===== src/sv/rme_pkg.sv =====
// Package for the register machine executor.
// Holds shared widths, opcodes, status codes, transaction and pipeline types.
// No dependencies.
package rme_pkg;

   localparam int INDEX_BITS   = 18;
   localparam int NEXT_INDEX_W = 18;
   localparam int WORD_W       = 64;
   localparam int HALF_W       = 32;
   localparam int REG_ADDR_W   = 8;
   localparam int REG_COUNT    = 256;
   localparam int COUNT_W      = 32;
   localparam int CSR_ADDR_W   = 3;
   localparam int CSR_DATA_W   = 32;

   localparam logic [CSR_ADDR_W-1:0] CSR_STEP_LIMIT   = 3'h0;
   localparam logic [COUNT_W-1:0]    STEP_LIMIT_RESET = 32'd10000;

   localparam logic [7:0] OP_TRAP = 8'h00;
   localparam logic [7:0] OP_MULR = 8'h18;
   localparam logic [7:0] OP_MULI = 8'h19;
   localparam logic [7:0] OP_ADDR = 8'h20;
   localparam logic [7:0] OP_ADDI = 8'h21;
   localparam logic [7:0] OP_SUBR = 8'h24;
   localparam logic [7:0] OP_SUBI = 8'h25;
   localparam logic [7:0] OP_BZF  = 8'h42;
   localparam logic [7:0] OP_BZB  = 8'h43;
   localparam logic [7:0] OP_BPF  = 8'h44;
   localparam logic [7:0] OP_BPB  = 8'h45;
   localparam logic [7:0] OP_SETL = 8'hE3;

   localparam logic [1:0] ST_RUN   = 2'd0;
   localparam logic [1:0] ST_TRAP  = 2'd1;
   localparam logic [1:0] ST_LIMIT = 2'd2;
   localparam logic [1:0] ST_BADOP = 2'd3;

   typedef struct packed {
      logic [7:0] opcode;
      logic [7:0] x_field;
      logic [7:0] y_field;
      logic [7:0] z_field;
   } req_type;

   typedef struct packed {
      logic [NEXT_INDEX_W-1:0] next_index;
      logic [1:0]              status;
      logic                    wrote;
      logic [7:0]              dest_reg;
      logic [WORD_W-1:0]       dest_value;
   } rsp_type;

   typedef struct packed {
      logic                  en;
      logic [REG_ADDR_W-1:0] addr;
      logic [WORD_W-1:0]     data;
   } wb_type;

   typedef struct packed {
      logic                  wrote;
      logic                  busy;
      logic [REG_ADDR_W-1:0] dest;
      logic [WORD_W-1:0]     value;
   } fwd_type;

   typedef struct packed {
      logic [NEXT_INDEX_W-1:0] next_index;
      logic [1:0]              status;
      logic                    wrote;
      logic [REG_ADDR_W-1:0]   dest_reg;
      logic [WORD_W-1:0]       value;
      logic                    is_mul;
      logic [WORD_W-1:0]       p_ll;
      logic [HALF_W-1:0]       p_lh;
      logic [HALF_W-1:0]       p_hl;
   } exec_res_type;

   function automatic logic is_branch(input logic [7:0] op);
      return (op == OP_BZF) || (op == OP_BZB) || (op == OP_BPF) || (op == OP_BPB);
   endfunction

   function automatic logic uses_port_a(input logic [7:0] op);
      return is_branch(op) || (op == OP_MULR) || (op == OP_MULI) || (op == OP_ADDR)
         || (op == OP_ADDI) || (op == OP_SUBR) || (op == OP_SUBI);
   endfunction

   function automatic logic uses_port_b(input logic [7:0] op);
      return (op == OP_MULR) || (op == OP_ADDR) || (op == OP_SUBR);
   endfunction

endpackage


===== src/sv/rme_result.sv =====
// Result stage: output register, final multiply sum, register write-back
// and the forwarding view of the last executed instruction.
// Depends on rme_pkg.
module rme_result
   import rme_pkg::*;
(
   input  logic         clock,
   input  logic         reset,
   input  logic         go,
   input  exec_res_type res,
   output logic         res_ready,
   output logic         rsp_valid,
   input  logic         rsp_ready,
   output rsp_type      rsp_data,
   output wb_type       wb,
   output fwd_type      fwd
);

   exec_res_type      s2_ff;
   logic              s2_valid_ff, s2_valid_in;
   logic              wb_ff, wb_in;
   logic [WORD_W-1:0] final_value;
   logic [HALF_W-1:0] cross_sum;

   assign cross_sum   = s2_ff.p_lh + s2_ff.p_hl;
   assign final_value = s2_ff.is_mul ? s2_ff.p_ll + {cross_sum, {HALF_W{1'b0}}} : s2_ff.value;

   assign res_ready   = !s2_valid_ff || rsp_ready;
   assign s2_valid_in = go || (s2_valid_ff && !rsp_ready);
   assign wb_in       = go && res.wrote;

   // The register write lands in the cycle after the result is loaded; the multiply
   // sum is folded into the value register at the same edge unless a new result loads.
   always_ff @(posedge clock) begin
      if (reset) begin
         s2_valid_ff  <= 1'b0;
         wb_ff        <= 1'b0;
         s2_ff.wrote  <= 1'b0;
         s2_ff.is_mul <= 1'b0;
      end else begin
         s2_valid_ff <= s2_valid_in;
         wb_ff       <= wb_in;
         if (go) begin
            s2_ff <= res;
         end else if (wb_ff) begin
            s2_ff.value  <= final_value;
            s2_ff.is_mul <= 1'b0;
         end
      end
   end

   assign rsp_valid           = s2_valid_ff;
   assign rsp_data.next_index = s2_ff.next_index;
   assign rsp_data.status     = s2_ff.status;
   assign rsp_data.wrote      = s2_ff.wrote;
   assign rsp_data.dest_reg   = s2_ff.dest_reg;
   assign rsp_data.dest_value = final_value;

   assign wb.en   = wb_ff;
   assign wb.addr = s2_ff.dest_reg;
   assign wb.data = final_value;

   assign fwd.wrote = s2_ff.wrote;
   assign fwd.busy  = s2_ff.is_mul;
   assign fwd.dest  = s2_ff.dest_reg;
   assign fwd.value = s2_ff.value;

endmodule

===== config.mk =====
export PLATFORM = sky130hd
export DESIGN_NAME = rme_result
export DESIGN_NICKNAME = d
export VERILOG_FILES = /design/src/sv/rme_pkg.sv /design/src/sv/rme_result.sv
export SDC_FILE = /design/constraint.sdc
export NUM_CORES = 1
export LEC_CHECK = 0
export BUFFER_PORTS_ARGS = -buffer_cell sky130_fd_sc_hd__buf_4
export CAP_MARGIN = 0
export CORE_AREA = 4 4 179 181
export DETAILED_ROUTE_END_ITERATION = 10
export DIE_AREA = 0 0 183 185
export PLACE_DENSITY_LB_ADDON = 0.25
export SLEW_MARGIN = 20
export SYNTH_ARGS = -nofsm -noshare
export SYNTH_HDL_FRONTEND = slang
export SYNTH_SLANG_ARGS = --single-unit
export TNS_END_PERCENT = 10

===== constraint.sdc =====
create_clock -name clock -period 9.19 [get_ports clock]
set_input_delay 0.4595 -clock clock [delete_from_list [all_inputs] [get_ports clock]]
set_output_delay 0.4595 -clock clock [all_outputs]
set_load 0.005 [all_outputs]

Word-level counts from Yosys, hierarchy flattened
Index checks and enable logic that the tools add are counted.
{"block": "word_totals", "inputBits": 226, "ff_bits": 224, "output_inout_bits": 242, "elab_cells": 26}
{"block": "op_classes", "reduce_logical": 9, "n_mux": 3, "n_addsub": 2, "bitwise": 1}
{"cell": "$mux 65", "count": 2}
{"cell": "$add 64x64->64", "count": 1}
{"cell": "$mux 64", "count": 1}
{"cell": "$add 32x32->32", "count": 1}
{"cell": "$reduce_and 2->1", "count": 2}
{"cell": "$logic_and 1x1->1", "count": 2}
{"cell": "$logic_not 1->1", "count": 2}
{"cell": "$logic_or 1x1->1", "count": 2}
{"cell": "$reduce_bool 2->1", "count": 1}
{"cell": "$not 1->1", "count": 1}

Longest topological paths before layout
Gate-level depths: netlist of run 1.
{"block": "logic_depth", "depth_word": 5, "depth_mapped": 24}

Worst setup path before layout of run 1
No wires, ideal clock.
{"block": "synth_path", "path_type": "input port to flip-flop", "startpoint": "in go", "endpoint": "reg s2_ff (netlist bit fwd[64]), enable pin", "cell_stages": 5, "path_buffers": 3, "arrival_time_ns": 7.768, "setup_time_ns": 0.677, "path_slack_ns": 0.745, "required_ns": 8.513, "path_cell_list": "clkbuf_1 inv_1 clkbuf_1 buf_1 nor2_1"}
{"block": "synth_between", "elab_chain_len": 1}
{"item": "from (decl)", "line": "rme_result.sv:9", "source": "input logic go,"}
{"item": "$reduce_and 2->1 (no line)"}
{"item": "to (signal assigned)", "line": "rme_result.sv:44", "source": "s2_ff <= res;"}
{"item": "to (decl)", "line": "rme_result.sv:19", "source": "exec_res_type s2_ff;"}
No other way between the ends.
A chain may end at the register's enable or synchronous reset.

==> impl_metrics.toml, run 1 <==
[routing]
firstDrtPassIters = 4
detail_route.iter0.violations = 462
routed_wl_um = 36100
via_count = 8711
wl_per_cell_um = 21.0
antenna_left = 0
via_per_inst = 5.06
remaining_drc_errors = 0

[clock_network]
tritoncts = "yes"
clk_pin_slew_ns = 0.06
hold_buffers = 0
cts_sinks = 224
insertion_delay_ns = 0.54
clock_path_buffers = 3
root_buffer = "clkbuf_16"
cts_buffers = 26
cts-resized-gates = 0
post_cts_buffers = 0
htreeDepth = 1

[logic_synthesis]
synth_top_family_by_area = "buffers and inverters"
ys.flop_type = "edfxtp_1"
yosysWarnings = 0
synth.yosys.seq_area_share = 0.522
synth_nets = 1303
synthSimpleGateAreaFrac = 0.0462
synth_mux_area_frac = 0.104
synth-edff-count = 220
synth_compound_area_frac = 0.104
ys_types = 64
synthXorXnorAreaFrac = 0.0389
synthCells = 1008
avgSynthCellArea_um2 = 12.7
synth-async-reset-ratio = 0
syn-cell-area_um2 = 12800
synthAdderAreaFrac = 0.0685
synth_seq_cells = 224

[final_layout]
drive_above_1_share = 0.483
mostFrequentLayoutCell = "buf_4"
n_antenna_cell = 0
layout_common_cells = "buf_4 (472), edfxtp_1 (220), mux2_2 (109)"
stdcell_count = 1720
final.fill_count = 2646
area_growth_pct = 26.5
num-nets-final = 1602

[grt]
grt_pass1_vias = 8866
grt.overflow.total = 0
grt.total_usage = 0.198
grt_max_degree = 77
grt_pass1_wl_um = 52000
antenna_found_initial = 2

[timing]
rsz0062_at_grt = "no"
drv_slew = 0
timing.final.crit_share = 0.654
slew_headroom = 0.286
setup_tns_ns = 0
final-hold-violation-count = 0
period_needed_ns = 6.01
setup_viol = 0
tightestPinTransition_ns = 1.07
skew_ns = 0.0210
fmax_mhz = 166

[pwr]
leakagePower_nw = 6.81
peakVddDrop_mv = 0.172
power_density_nw_per_um2 = 197

[floorplanning]
boundaryPins = 468
rows = 64
core-area_um2 = 30400
die_h_um = 185
start_util = 0.421
dieArea_um2 = 33900
die_w_um = 183

[critical_path]
reg2reg_slack_ns = 4.17
end_kind = "output pin"
critPathKind = "flop to output pin"
r2r-end = "fwd[60]"
r2r-start = "s2_ff[44]"
worstPathMaxFanout = 6
ff2ff_path_depth = 19
start_kind = "flop"
critPathArrivalTime_ns = 5.55
cp.required_ns = 8.73

[worst_hold_path]
min_to = "s2_ff[87]"
holdPathStages = 1
hp-start = "res[87]"
hp-class = "input pin to flop"

[placement]
dp_hpwl_um = 27400
dpl.cell_count = 1675
place_congestion = 0.894
port_buffers = 467

[run_status]
status = "completed"

[job]
cap_violations = 0
==> worst max path at each step <==
| stage | start | end | slack, ns |
|---|---|---|---|
| after global routing | s2_ff[0] | wb[63] | 2.80 |
| after detailed placement | s2_ff[0] | wb[63] | 3.74 |
| after floorplan | go | fwd[64] | 0.75 |
| final | s2_ff[0] | wb[63] | 3.18 |
| after CTS | s2_ff[0] | wb[63] | 3.14 |
| after global placement | s2_ff[0] | wb[63] | 3.90 |
==> kinds of logic (layout without fill, tap and decap cells) <==
logic type | Yosys count | count (layout)
flops | 224 | 224
buf+inv | 220 | 536
compound gates | 199 | 199
simple gates | 122 | 122
mux | 117 | 117
fa+ha+maj | 69 | 69
xor+xnor | 57 | 57
==> metrics by stage <==
step                hold slack (ns)  total power [mW]  cell area [um^2]  setup WS [ns]  utilization
CTS                          0.0546              3.22             16200           3.14        0.533
finish                       0.0881              3.19             16200           3.18        0.533
detailed placement            0.509              2.26             15500           3.74        0.508
global route                 0.0580              3.36             16200           2.80        0.533
floorplan                     0.485              1.93             12800          0.745            -
global placement              0.487              2.25             15500           3.90        0.508
==> layer usage <==
| layer | up-vias | global-route usage | routed length (um) |
|---|---|---|---|
| met5 | - | 0 | 26 |
| met1 | 4168 | 0.246 | 14300 |
| met4 | 4 | 0.0477 | 896 |
| li1 | 4167 | - | - |
| met3 | 54 | 0.0554 | 2830 |
| met2 | 318 | 0.345 | 18000 |
==> sequential cells by signal, summed over array words and instances, names as in the netlist <==
register	flops
fwd	74
rsp_data	20
rsp_valid	1
s2_ff	128
wb_ff	1
==> final cells by class <==
type / instances / area (um^2) / share of cell area
Sequential cell: 224 / 6690 / 0.412
Clock buffer: 36 / 688 / 0.0424
Inverter: 19 / 72.6 / 0.00447
Tap cell: 396 / 495 / 0.0305
Multi-Input combinational cell: 564 / 4660 / 0.287
Timing Repair Buffer: 472 / 3540 / 0.218
Clock inverter: 9 / 73.8 / 0.00455
==> cell usage after synthesis, types with 3 or more instances <==
cell	n	area, um^2
dfxtp_1	4	80.1
a31oi_1	3	18.8
mux2_4	6	90.1
clkbuf_1	13	48.8
inv_1	19	71.3
nor2_1	34	128
a211oi_1	11	82.6
buf_2	4	20.0
o31ai_1	3	22.5
o21a_1	7	52.6
a211o_1	5	43.8
a21o_1	32	240
nand4_1	9	56.3
o21ai_1	11	55.1
a211oi_2	4	50.1
and3_1	3	18.8
ha_1	67	838
nor3_1	5	25.0
buf_4	176	1320
a21oi_1	66	330
nor2b_1	7	43.8
xor2_1	16	140
o211ai_1	4	30.0
nand2b_1	5	31.3
nand2_1	35	131
edfxtp_1	220	6610
o21ai_0	23	115
mux2_2	109	1230
xnor2_1	41	359
o21bai_1	5	37.5
or2_2	4	25.0
buf_1	8	30.0
nand3_1	10	50.1
==> critical path, cell delays in order (launching register included) <==
cell	delay, ns
edfxtp_1	0.33
ha_1	0.19
inv_1	0.07
fa_1	0.40
nor2b_1	0.13
o21ai_1	0.10
a211o_1	0.35
a31oi_2	0.33
a21oi_1	0.19
o31ai_1	0.42
a21o_1	0.18
a21oi_1	0.07
xnor2_1	0.14
ha_1	0.36
a21oi_1	0.15
o21ai_0	0.14
a31oi_1	0.32
o21ai_0	0.15
a21oi_1	0.19
xnor2_1	0.16
xnor2_1	0.11
mux2i_1	0.35
buf_4	0.19
==> power by group <==
group	switching [mW]	internal [mW]	total, mW	leakage (nW)
clock	0.403	0.546	0.949	0.367
sequential	0.0306	1.21	1.24	2.10
combinational	0.517	0.485	1.00	4.34
Note: power is estimated with default switching activity, not from simulation.
==> run 2: changes to the inputs <==
Settings changed: ABC_AREA set to 1, CORE_AREA 4 4 179 181 to 4 4 178 180, DIE_AREA 0 0 183 185 to 0 0 182 184.
Clock period 9.19 ns to 6.2 ns, I/O delays scaled along.
==> impl_metrics.toml, run 2 <==
[timing]
rsz0062_at_grt = "no"
drv_slew = 0
setup_viol = 0
setup_tns_ns = 0
fmax_mhz = 209
timing.final.crit_share = 0.773
final-hold-violation-count = 0
tightestPinTransition_ns = 1.11
period_needed_ns = 4.79
skew_ns = 0.0148
slew_headroom = 0.258

[floorplanning]
core-area_um2 = 30200
die_h_um = 184
start_util = 0.448
dieArea_um2 = 33500
boundaryPins = 468
die_w_um = 182
rows = 64

[critical_path]
cp.required_ns = 5.89
start_kind = "flop"
critPathKind = "flop to output pin"
critPathBufInv = 2
crit_slowest_cell = "fa_1"
worstPathCellList = "ha_1 > inv_1 > fa_1 > o21ai_2 > a21oi_1 > o21ai_2 > a21oi_1 > o21bai_1 > xor2_1 > ha_1 > nand2_1 > nor2_1 > nand2_1 > nor4_1 > nand2_1 > nand3_1 > nand3_1 > and2_1 > buf_4"
critPathArrivalTime_ns = 4.48
end_kind = "output pin"
ff2ff_path_depth = 21
crit_top_cell = "nand2_1"
worstPathMaxFanout = 5
cp_top_family = "simple AND/OR/NAND/NOR gates"
critPathMaxStageDelay_ns = 0.43
cp.depth = 19

[clock_network]
clock_path_buffers = 3
insertion_delay_ns = 0.54
clk_pin_slew_ns = 0.06
cts-resized-gates = 0
cts_sinks = 224
post_cts_buffers = 0
cts_buffers = 25
tritoncts = "yes"
root_buffer = "clkbuf_16"
htreeDepth = 1
hold_buffers = 157

[final_layout]
post-route-util = 0.612
top_register = "s2_ff"
area_growth_pct = 36.7
num-nets-final = 2216
fin_area_um2 = 18500
layout_common_cells = "buf_4 (470), nand2_1 (407), edfxtp_1 (220)"
drive_above_1_share = 0.285
largest_register_ffs = 128
stdcell_count = 2336
mostFrequentLayoutCell = "buf_4"

[worst_hold_path]
hp-class = "input pin to flop"
holdPathStages = 3

[logic_synthesis]
synth_nets = 1765
synth_seq_cells = 224
yosys.area.top_type = "edfxtp_1"
ys_types = 47
synthCells = 1470
ys_top_cells_by_count = "nand2_1 (407), edfxtp_1 (220), buf_4 (176), nor2_1 (114), inv_1 (96)"
avgSynthCellArea_um2 = 9.20
yosysMostFrequentCell = "nand2_1"
synth-edff-count = 220
synth-async-reset-ratio = 0
synth_top_cell_area_share = 0.489
ys.flop_type = "edfxtp_1"
synth.yosys.seq_area_share = 0.494
yosysWarnings = 0
ys_top_cells_by_area = "edfxtp_1 (49%), nand2_1 (11%), buf_4 (9.8%)"
syn-cell-area_um2 = 13500

[placement]
port_buffers = 467
dp_hpwl_um = 32600
place_congestion = 0.990
dpl.cell_count = 2133
dpl_cell_area_um2 = 16100

[pwr]
power_density_nw_per_um2 = 263
total_power_mw = 4.86
leakagePower_nw = 8.36
peakVddDrop_mv = 0.226

[routing]
via_per_inst = 4.96
routed_wl_um = 43700
via_count = 11582
firstDrtPassIters = 5
detail_route.iter0.violations = 659
wl_per_cell_um = 18.7
remaining_drc_errors = 0
antenna_left = 0

[grt]
grt.total_usage = 0.245
grt_pass1_vias = 11400
grt_max_degree = 157
antenna_found_initial = 1
grt_pass1_wl_um = 64300
grt.overflow.total = 0

[job]
cap_violations = 0

[run_status]
status = "completed"
## run 2: cell count changes after synthesis, moves of 10 or more
| cell | previous run | this run |
|---|---|---|
| mux2_2 | 109 | 0 |
| nand3_1 | 10 | 62 |
| nand2_1 | 35 | 407 |
| or2_2 | 4 | 14 |
| nor2_1 | 34 | 114 |
| a31oi_1 | 3 | 37 |
| a21o_1 | 32 | 4 |
| a211oi_1 | 11 | 0 |
| xnor2_1 | 41 | 19 |
| inv_1 | 19 | 96 |
## run 2: power by group
group | switching, mW | total (mW) | internal [mW]
Sequential | 0.0436 | 1.83 | 1.79
Combinational | 0.934 | 1.64 | 0.702
Clock | 0.609 | 1.40 | 0.788
Total | 1.59 | 4.86 | 3.28
## run 2: metal layers
layer | track usage | wire (um) | vias to the layer above
met5 | 0 | 0 | -
met4 | 0.0790 | 1520 | 0
li1 | - | - | 5671
met3 | 0.0461 | 2820 | 79
met2 | 0.427 | 21600 | 399
met1 | 0.310 | 17800 | 5433
## run 2: cells by family after synthesis
family,synth area share
buffers and inverters,0.134
AO/OA/AOI/OAI,0.0784
flip-flops,0.494
XOR/XNOR,0.0266
AND/OR/NAND/NOR,0.202
adder cells (fa/ha/maj),0.0650
## run 2: path summary, 6_finish.rpt
kind	from	endpoint	slack [ns]
min reg2reg	fwd[73]	fwd[73]	0.48
max reg2reg	s2_ff[32]	fwd[59]	2.20
min	res[201]	wb_ff	0.03
max	s2_ff[32]	wb[58]	1.41
## run 2: through the flow
stage                     hold slack [ns]  setup slack (ns)
after global routing               0.0163              1.08
after detailed placement            0.474              2.04
after floorplan                     0.379             0.913
final                              0.0279              1.41
after CTS                         0.00477              1.43
after global placement              0.470              2.05
## run 2: worst register-to-register path, stage by stage, from the launching register on
cell and delay, ns:
edfxtp_1 0.34, ha_1 0.16, inv_1 0.06, fa_1 0.43, o21ai_2 0.21, a21oi_1 0.18
o21ai_2 0.25, nand2_1 0.09, nand2_1 0.11, nand2_1 0.10, nand3_1 0.13, xor2_1 0.26
ha_1 0.32, a21oi_1 0.22, nand2_1 0.10, o21bai_1 0.15, a21oi_1 0.20, nand2_1 0.08
nand2_1 0.06, nand3_1 0.09, nand3_1 0.14, nand2_1 0.08
## run 2: layout make-up
class,count,area [um^2]
inverters,100,377
multi-input cells,942,5040
diodes,1,2.50
fillers,2520,11700
clock buffers,31,648
clock inverters,14,111
repair buffers,628,5120
flip-flops and latches,224,6690
well taps,396,495
